## src/rtl/core/clpa_pkg.sv

```systemverilog
// Shared constants, codes and types for the CGA and linear pixel access unit.
// No dependencies; every other file in rtl/core refers to this package by scoped names.
`default_nettype none

package clpa_pkg;

    // Store geometry: addresses are formed over 16 bits, then index the store.
    localparam int STORE_ADDR_BITS = 16;
    localparam int STORE_DEPTH     = 1 << STORE_ADDR_BITS;
    localparam int WRAP_BITS       = 16;

    // CGA interleave constants.
    localparam logic [WRAP_BITS-1:0] ODD_BANK       = 16'h2000;
    localparam logic [WRAP_BITS-1:0] BANK_ROW_BYTES = 16'd80;
    localparam logic [7:0]           XOR_FLAG       = 8'h80;
    localparam logic [7:0]           FIELD_2BPP     = 8'h03;
    localparam logic [7:0]           FIELD_1BPP     = 8'h01;

    // Video mode codes.
    localparam logic [1:0] MODE_CGA2   = 2'd0;
    localparam logic [1:0] MODE_CGA1   = 2'd1;
    localparam logic [1:0] MODE_LINEAR = 2'd2;

    // Configuration register indexes.
    localparam logic [1:0] CFG_VIDEO_MODE   = 2'd0;
    localparam logic [1:0] CFG_TEXT_COLUMNS = 2'd1;
    localparam logic [1:0] CFG_PAGE_BYTES   = 2'd2;

    // Request command codes.
    localparam logic CMD_READ  = 1'b0;
    localparam logic CMD_WRITE = 1'b1;

    // Memory access request from the control logic to the store.
    typedef struct packed {
        logic                       rd_en;
        logic [STORE_ADDR_BITS-1:0] rd_addr;
        logic                       wr_en;
        logic [STORE_ADDR_BITS-1:0] wr_addr;
        logic [7:0]                 wr_data;
    } store_req_t;

    // Map a wrapped 16-bit address onto the store, modulo its depth.
    function automatic logic [STORE_ADDR_BITS-1:0] store_index(
        input logic [WRAP_BITS-1:0] addr
    );
        logic [STORE_ADDR_BITS+WRAP_BITS-1:0] ext;
        ext = {{STORE_ADDR_BITS{1'b0}}, addr};
        return ext[STORE_ADDR_BITS-1:0];
    endfunction

endpackage

`default_nettype wire

```

## src/rtl/core/clpa_addr_gen.sv

```systemverilog
// Byte address generator: products registered in the first stage, final sum formed combinationally from them.
// Depends on clpa_pkg for geometry and mode codes.
`default_nettype none

module clpa_addr_gen (
    input  wire logic                                aclk,
    input  wire logic                                load,
    input  wire logic [9:0]                          pos_x,
    input  wire logic [9:0]                          pos_y,
    input  wire logic [2:0]                          page_num,
    input  wire logic [1:0]                          video_mode,
    input  wire logic [7:0]                          text_columns,
    input  wire logic [15:0]                         page_bytes,
    output logic [clpa_pkg::STORE_ADDR_BITS-1:0]     store_addr
);

    logic [9:0]                       x_reg;
    logic [clpa_pkg::WRAP_BITS-1:0]   lin_row_reg;
    logic [clpa_pkg::WRAP_BITS-1:0]   lin_page_reg;
    logic [clpa_pkg::WRAP_BITS-1:0]   cga_row_reg;

    logic [17:0]                      row_prod;
    logic [18:0]                      page_prod;
    logic [clpa_pkg::WRAP_BITS-1:0]   cga_row_next;
    logic [clpa_pkg::WRAP_BITS-1:0]   lin_addr;
    logic [clpa_pkg::WRAP_BITS-1:0]   cga_addr;
    logic [clpa_pkg::WRAP_BITS-1:0]   x_bytes;

    // First stage: one multiplier each for the linear row stride, the page offset and the CGA row.
    always_comb begin
        row_prod     = 18'(pos_y) * 18'(text_columns);
        page_prod    = 19'(page_num) * 19'(page_bytes);
        cga_row_next = 16'(pos_y[9:1]) * clpa_pkg::BANK_ROW_BYTES;
        if (pos_y[0]) begin
            cga_row_next = cga_row_next + clpa_pkg::ODD_BANK;
        end
    end

    always_ff @(posedge aclk) begin
        if (load) begin
            x_reg        <= pos_x;
            lin_row_reg  <= {row_prod[12:0], 3'b000};
            lin_page_reg <= page_prod[15:0];
            cga_row_reg  <= cga_row_next;
        end
    end

    // Second stage: sum the terms, wrapping at 16 bits.
    always_comb begin
        lin_addr = 16'(x_reg) + lin_row_reg + lin_page_reg;
        if (video_mode == clpa_pkg::MODE_CGA2) begin
            x_bytes = 16'(x_reg[9:2]);
        end else begin
            x_bytes = 16'(x_reg[9:3]);
        end
        cga_addr = cga_row_reg + x_bytes;
        if (video_mode == clpa_pkg::MODE_LINEAR) begin
            store_addr = clpa_pkg::store_index(lin_addr);
        end else begin
            store_addr = clpa_pkg::store_index(cga_addr);
        end
    end

endmodule

`default_nettype wire

```

## config.mk

```make
export PLATFORM = sky130hd
export DESIGN_NAME = clpa_addr_gen
export DESIGN_NICKNAME = d
export VERILOG_FILES = /design/src/rtl/core/clpa_pkg.sv /design/src/rtl/core/clpa_addr_gen.sv
export SDC_FILE = /design/constraint.sdc
export NUM_CORES = 1
export LEC_CHECK = 0
export ABC_CLOCK_PERIOD_IN_PS = 6000
export BUFFER_PORTS_ARGS = -buffer_cell sky130_fd_sc_hd__buf_2
export CAP_MARGIN = 20
export CORE_ASPECT_RATIO = 2
export CORE_MARGIN = 2
export CORE_UTILIZATION = 48
export CTS_CLUSTER_DIAMETER = 40
export CTS_CLUSTER_SIZE = 10
export DETAILED_ROUTE_END_ITERATION = 16
export PLACE_DENSITY = 0.73
export SLEW_MARGIN = 0
export SYNTH_ARGS = -nofsm -noshare
export SYNTH_HDL_FRONTEND = slang
export SYNTH_SLANG_ARGS = --single-unit
```

## constraint.sdc

```tcl
create_clock -name aclk -period 6 [get_ports aclk]
set_input_delay 0.6 -clock aclk [delete_from_list [all_inputs] [get_ports aclk]]
set_output_delay 0.6 -clock aclk [all_outputs]
set_load 0.01 [all_outputs]
```

==> summary.md, run 1 <==
| Metric | Value |
|---|---|
| Run status | `completed` |
| Final Non-Filler Cells | `884` |
| Crit path from | `pos_y[0]` |
| Setup_tns | `0 ps` |
| Synth async-reset ratio | `0` |
| TritonCTS clock tree | `yes` |
| Initial antenna violation count | `0` |
| Routed wire length per instance | `about 14 um` |
| Post-synth cell types | `47` |
| Netlist Area Pre-Place | `around 6500 um2` |
| Sequential share of power | `0.240` |
| Synth top cells by count | `inv_1 (83), ha_1 (77), and2_1 (73), nand2_1 (67), fa_1 (64)` |
| Dpl cells | `just under 900` |
| Width of the die | `86.13 um` |
| Sink Count | `between 50 and 60` |
| Arrival @ worst endpoint | `around 4400 ps` |
| Routed WL | `about 13000 um` |
| I/O pin cnt | `67` |
| Initial Util | `0.4873` |
| Crit-path slowest cell | `fa_1` |
| Hold-fix buffers at CTS | `0` |
| Pleak | `roughly 3.4 nW` |
| CP dominant cell by count | `fa_1` |
| Drt pass-1 iters | `4` |
| Crit path max fanout | `13` |
| Hold_ws | `482.3 ps` |
| Vias | `about 4800` |
| Count leader, synth | `inv_1` |
| Post-synth EDFFs | `slightly above 50` |
| Worst Tran Pin Value | `703.6 ps` |
| Power per standard cell area | `between 300 and 400 nW/um2` |
| Sequential area share after synthesis | `0.2365` |
| Max incr delay on CP | `around 550 ps` |
| Clk network pwr share | `0.118` |
| GPL Wtd Cong | `between 0.8 and 0.9` |
| Final Cycle Share | `0.7205` |
| Initial DRC count | `around 150` |
| Post-route ant nets | `0` |
| # resized after CTS | `0` |
| Final hold violation count | `0` |
| Pwr Total | `around 2.3 mW` |
| Die height | `between 150 and 200 um` |
| Slew headroom | `0.5300` |
| Crit path cell chain | `buf_2, nand2_1, fa_1, fa_1, inv_1, fa_1, inv_1, fa_1, inv_1, ha_1, o21ai_0, a21oi_1, nor4_1, o41ai_1, xnor2_1` |
| Psw | `~980 uW` |
| HP Start | `pos_x[9]` |
| Vias in the first global route | `4993` |
| Tot GR Track Use | `0.1879` |
| DRC | `0` |
| Crit. End Element | `flop` |
| Ys Warns | `0` |
| Ant. Diodes | `0` |
| Synth Flop Type | `edfxtp_1` |
| Footprint of the multi-input gates | `around 4600 um2` |
| Number of max-cap violations | `0` |
| # H-tree levels | `2` |
| Layout cells sized above 1 | `0.1111` |
| Setup violations, final | `0` |
| Worst Path Required | `between 6000 and 7000 ps` |
| Inserted Clock Buffers | `5` |
| Port-buffer cells | `between 60 and 70` |
| RSZ-0062 raised after global routing | `no` |
| Clock tree buffer depth | `2` |
| Crit Path Class | `in -> reg` |
| Hold Crit Class | `in -> reg` |
| Rows | `60` |
| Logic pwr share | `0.642` |
| Syn Area/Cell | `a little under 10 um2` |
| Post-CTS setup buffer count | `0` |
| Area of placed instances | `about 7000 um2` |
| Vias per cell | `about 5.4` |
| Post-DP HPWL | `~11000 um` |
| # fillers | `~1200` |
| Synth Register Bits | `a little over 50` |
| Internal | `1.338 mW` |
| Root Driver | `clkbuf_16` |
| Maximum VDD drop | `between 0.2 and 0.25 mV` |
| Switching part of the total | `0.4221` |
| Share of the synthesized area in the top cell type | `0.2365` |
| Area leader, netlist | `edfxtp_1` |
| Max Fclk | `0.2313 GHz` |
| Final Max Slew Viols | `0` |
| Tmin final | `between 4000 and 5000 ps` |
| CORE AREA | `roughly 13000 um2` |
| Largest net degree at the start of global routing | `between 50 and 60` |
| Nets | `920` |
| Number of flip-flops in the largest register | `16` |
| Worst setup SP type | `primary input` |
| Clock transition at the registers of the reported paths | `70 ps` |
| Die ar. | `around 14000 um2` |
| Total grt overflow | `0` |
| Sequential cell area | `~1500 um2` |
| Post-Synthesis Cells | `around 660` |
| First-pass GRT wire length | `~22000 um` |
| Final instance area | `just over 7000 um2` |
| Top cells by area, synth | `edfxtp_1 (24%), fa_1 (20%), ha_1 (15%)` |
| Syn_nets | `between 800 and 900` |
| Layout area overhead | `10.14%` |
[power groups by stage]
| stage | registers (mW) | clock network, mW | logic (mW) |
|---|---|---|---|
| after CTS | 0.558 | 0.279 | 1.50 |
| after floorplan | 0.548 | 0 | 1.15 |
| final | 0.556 | 0.273 | 1.49 |
| after detailed placement | 0.566 | 0 | 1.49 |
| after global routing | 0.564 | 0.291 | 1.71 |
| after global placement | 0.562 | 0 | 1.47 |
[cell usage in the layout, fill, tap and decap left out, types with 14 or more instances in the layout]
cell type	count
inv_1	83
ha_1	77
and2_1	73
nand2_1	67
buf_2	66
fa_1	64
edfxtp_1	51
xnor2_1	32
a21oi_1	28
o21ai_0	24
xor2_1	24
nor2_1	21
a21o_1	14
nor3_1	14
[metrics by stage]
| step | worst slack (ps) | utilization |
|---|---|---|
| after floorplan | 1529 | - |
| after global placement | 1422 | 0.5242 |
| after detailed placement | 1358 | 0.5242 |
| after CTS | 1652 | 0.5352 |
| after global routing | 1360 | 0.5367 |
| final | 1677 | 0.5367 |
[worst paths after layout]
| check | to | cells after the start |
|---|---|---|
| worst max-delay path | lin_row_reg[15]$_DFFE_PP_ | 15 |
| worst min-delay path | x_reg[9]$_DFFE_PP_ | 1 |
[area by class of cell]
class | count | area share
multi-input cells | 520 | 0.6447
clock buffers | 6 | 0.01807
inverters | 83 | 0.04368
repair buffers | 67 | 0.04912
clock inverters | 2 | 0.002456
well taps | 155 | 0.02719
flip-flops and latches | 51 | 0.2147
[cells by family (layout without fill, tap and decap cells)]
| kind of cell | count (synthesis) | count (layout) | synth area share |
|---|---|---|---|
| AOI/OAI and AO/OA | 115 | 115 | 0.1163 |
| buffers and inverters | 92 | 158 | 0.05333 |
| adders and majority gates | 141 | 141 | 0.3467 |
| muxes | 10 | 10 | 0.01604 |
| and+or+nand+nor | 198 | 198 | 0.1554 |
| xor gates and xnor gates | 56 | 56 | 0.07575 |
| DFF | 51 | 51 | 0.2365 |
[layer usage]
metal	track usage	vias up	routed length, um
met5	0	-	0
met4	0.04693	0	240
met3	0.01471	16	346
met2	0.3492	78	6928
met1	0.2296	2352	5227
li1	-	2363	-
[worst max-delay path, delay by kind of cell]
kind | cells | cell delay (ps)
xor gates and xnor gates | 1 | 100
and+or+nand+nor | 2 | 200
buffers and inverters | 4 | 360
AOI/OAI and AO/OA | 3 | 690
adders and majority gates | 5 | 2420
Note: power is estimated with default switching activity, not from simulation.
==> inputs of run 2 (changes only) <==
--- a/config.mk
+++ b/config.mk
@@ -5,7 +5,7 @@
 export SDC_FILE = /design/constraint.sdc
 export NUM_CORES = 1
 export LEC_CHECK = 0
-export ABC_CLOCK_PERIOD_IN_PS = 6000
+export ABC_CLOCK_PERIOD_IN_PS = 3500
 export BUFFER_PORTS_ARGS = -buffer_cell sky130_fd_sc_hd__buf_2
 export CAP_MARGIN = 20
 export CORE_ASPECT_RATIO = 2
@@ -14,7 +14,7 @@
 export CTS_CLUSTER_DIAMETER = 40
 export CTS_CLUSTER_SIZE = 10
 export DETAILED_ROUTE_END_ITERATION = 16
-export PLACE_DENSITY = 0.73
+export PLACE_DENSITY = 0.76
 export SLEW_MARGIN = 0
 export SYNTH_ARGS = -nofsm -noshare
 export SYNTH_HDL_FRONTEND = slang
==> constraint.sdc (replaced) <==
create_clock -name aclk -period 3.5 [get_ports aclk]
set_input_delay 0.35 -clock aclk [delete_from_list [all_inputs] [get_ports aclk]]
set_output_delay 0.35 -clock aclk [all_outputs]
set_load 0.01 [all_outputs]
==> run 2 against run 1 <==
  * The run now ends with setup timing left
  * Critical endpoint unchanged
  * Global-route usage grew 1.4 points
  * Sequential cell count did not move
  * First-iteration DRC count up 10%
  * Die area unchanged
  * Via count is 3.9% higher
  * Combinational power up 120%
  * Power grew 110%
  * Sequential power is 72% higher
  * Clock power grew 93%
  * Worst hold slack worse by 250 ps
==> summary.md, run 2 (same netlist as run 1, synthesis figures left out) <==
| Metric | Value |
|---|---|
| I/O pin cnt | `67` |
| Vias per cell | `around 5.4` |
| Die height | `roughly 170 um` |
| Initial DRC count | `~160` |
| Most common cell after layout, fill and taps aside | `inv_1` |
| Sink Count | `between 50 and 60` |
| Hold-fix buffers at CTS | `0` |
| Setup ws final | `-101.2 ps` |
| Post-route ant nets | `0` |
| Clock tree buffer depth | `2` |
| Largest net degree at the start of global routing | `between 50 and 60` |
| Final Util | `0.5919` |
| Crit-path slowest cell | `fa_1` |
| Pleak | `between 3 and 4 nW` |
| Crit. End Element | `flop` |
| Clock transition at the registers of the reported paths | `~60 ps` |
| Worst setup SP type | `primary input` |
| Pwr Total | `approximately 4.8 mW` |
| Die ar. | `about 14000 um2` |
| Most frequent cells in the layout | `inv_1 (72), ha_1 (68), nand2_1 (63), and2_1 (58), fa_1 (57)` |
| Slew headroom | `0.5317` |
| Number of flip-flops in the largest register | `16` |
| Final Non-Filler Cells | `between 900 and 1000` |
| Worst Tran Pin Value | `701.0 ps` |
| Worst Path Required | `3540 ps` |
| Power per standard cell area | `614.4 nW/um2` |
| Number of max-cap violations | `0` |
| Crit path cell chain | `buf_12, and2_4, fa_1, inv_2, fa_1, inv_2, fa_1, inv_2, fa_2, inv_2, ha_4, buf_6, a21oi_4, o41ai_4, xnor2_1` |
| CP dominant cell by count | `inv_2` |
| Vias in the first global route | `roughly 5300` |
| Final Cycle Share | `1.029` |
| Layout area overhead | `21.47%` |
| Initial Util | `0.4873` |
| Nets | `about 960` |
| # fillers | `around 1100` |
| # H-tree levels | `2` |
| Width of the die | `~86 um` |
| DRC | `0` |
| GPL Wtd Cong | `around 0.9` |
| Vias | `4997` |
| Post-DP HPWL | `~11000 um` |
| Final Max Slew Viols | `0` |
| Ant. Diodes | `0` |
| Port-buffer cells | `66` |
| Dpl cells | `around 900` |
| Total grt overflow | `0` |
| Max Fclk | `roughly 0.28 GHz` |
| Hold Crit Class | `in -> reg` |
| Max incr delay on CP | `550 ps` |
| Root Driver | `clkbuf_16` |
| CORE AREA | `between 10000 and 15000 um2` |
| Layout cells sized above 1 | `0.2428` |
| Initial antenna violation count | `0` |
| Inserted Clock Buffers | `5` |
| TritonCTS clock tree | `yes` |
| Failing checks | `setup timing` |
| Routed WL | `13920 um` |
| Setup violations, final | `3` |
| First-pass GRT wire length | `about 24000 um` |
| Maximum VDD drop | `0.5866 mV` |
| Routed wire length per instance | `between 15 and 20 um` |
| Crit Path Class | `in -> reg` |
| Final hold violation count | `0` |
| Tot GR Track Use | `0.2016` |
| Arrival @ worst endpoint | `3640 ps` |
| Tmin final | `3601 ps` |
| Crit path max fanout | `5` |
| Rows | `60` |
| Final instance area | `7865 um2` |
| Run status | `finished with violations` |
| RSZ-0062 raised after global routing | `yes` |
| Area of placed instances | `~7400 um2` |
| Drt pass-1 iters | `4` |
==> run 2: cell type report <==
type	count	area, um2	area share
Clock inverter	1	30.03	0.003818
Tap cell	155	193.9	0.02466
Inverter	83	311.5	0.03961
Timing Repair Buffer	105	742.0	0.09434
Clock buffer	6	128.9	0.01639
Multi-Input combinational cell	520	4927	0.6265
Sequential cell	51	1531	0.1947
==> run 2: worst paths after layout <==
path | startpoint | end | slack, ps | cells after the start
worst max-delay path | text_columns[2] | lin_row_reg[15]$_DFFE_PP_ | -100 | 15
worst min-delay path | pos_x[8] | x_reg[8]$_DFFE_PP_ | 230 | 1
==> run 2: routing by layer <==
metal | track usage | part of all wire | wire, um | vias to the layer above
li1 | - | - | - | 2445
met1 | 0.2462 | 0.40 | 5508 | 2440
met2 | 0.3731 | 0.55 | 7670 | 89
met3 | 0.01618 | 0.031 | 430 | 23
met4 | 0.05314 | 0.022 | 305 | 0
met5 | 0 | 0 | 0 | -
==> run 2: where the power goes <==
part	internal [mW]	switching, mW
registers	0.882	0.0731
logic	1.62	1.73
clock network	0.333	0.194
==> run 2: timing repair <==
| action | in CTS | in global routing |
|---|---|---|
| endpoints found under the setup margin | 4 | 9 |
| pin swaps | 31 | 17 |
| setup buffers | 3 | 4 |
| gates cloned | 1 | 0 |
| resized for setup | 41 | 35 |
==> run 2: through the flow <==
stage	setup TNS (ps)	worst slack, ps	hold slack (ps)
finish	-196.4	-101.2	233.6
global placement	-1780	-431.5	527.8
floorplan	-409.3	-179.8	448.9
global route	-536.0	-202.4	227.2
CTS	-145.8	-102.2	228.5
detailed placement	-2047	-471.9	528.1
==> run 2: worst max-delay path, delay by kind of cell <==
| family | cells | cell delay (ps) |
|---|---|---|
| buffers and inverters | 6 | 410 |
| adders and majority gates | 5 | 2380 |
| and+or+nand+nor | 1 | 140 |
| AOI/OAI and AO/OA | 2 | 220 |
| xor gates and xnor gates | 1 | 130 |
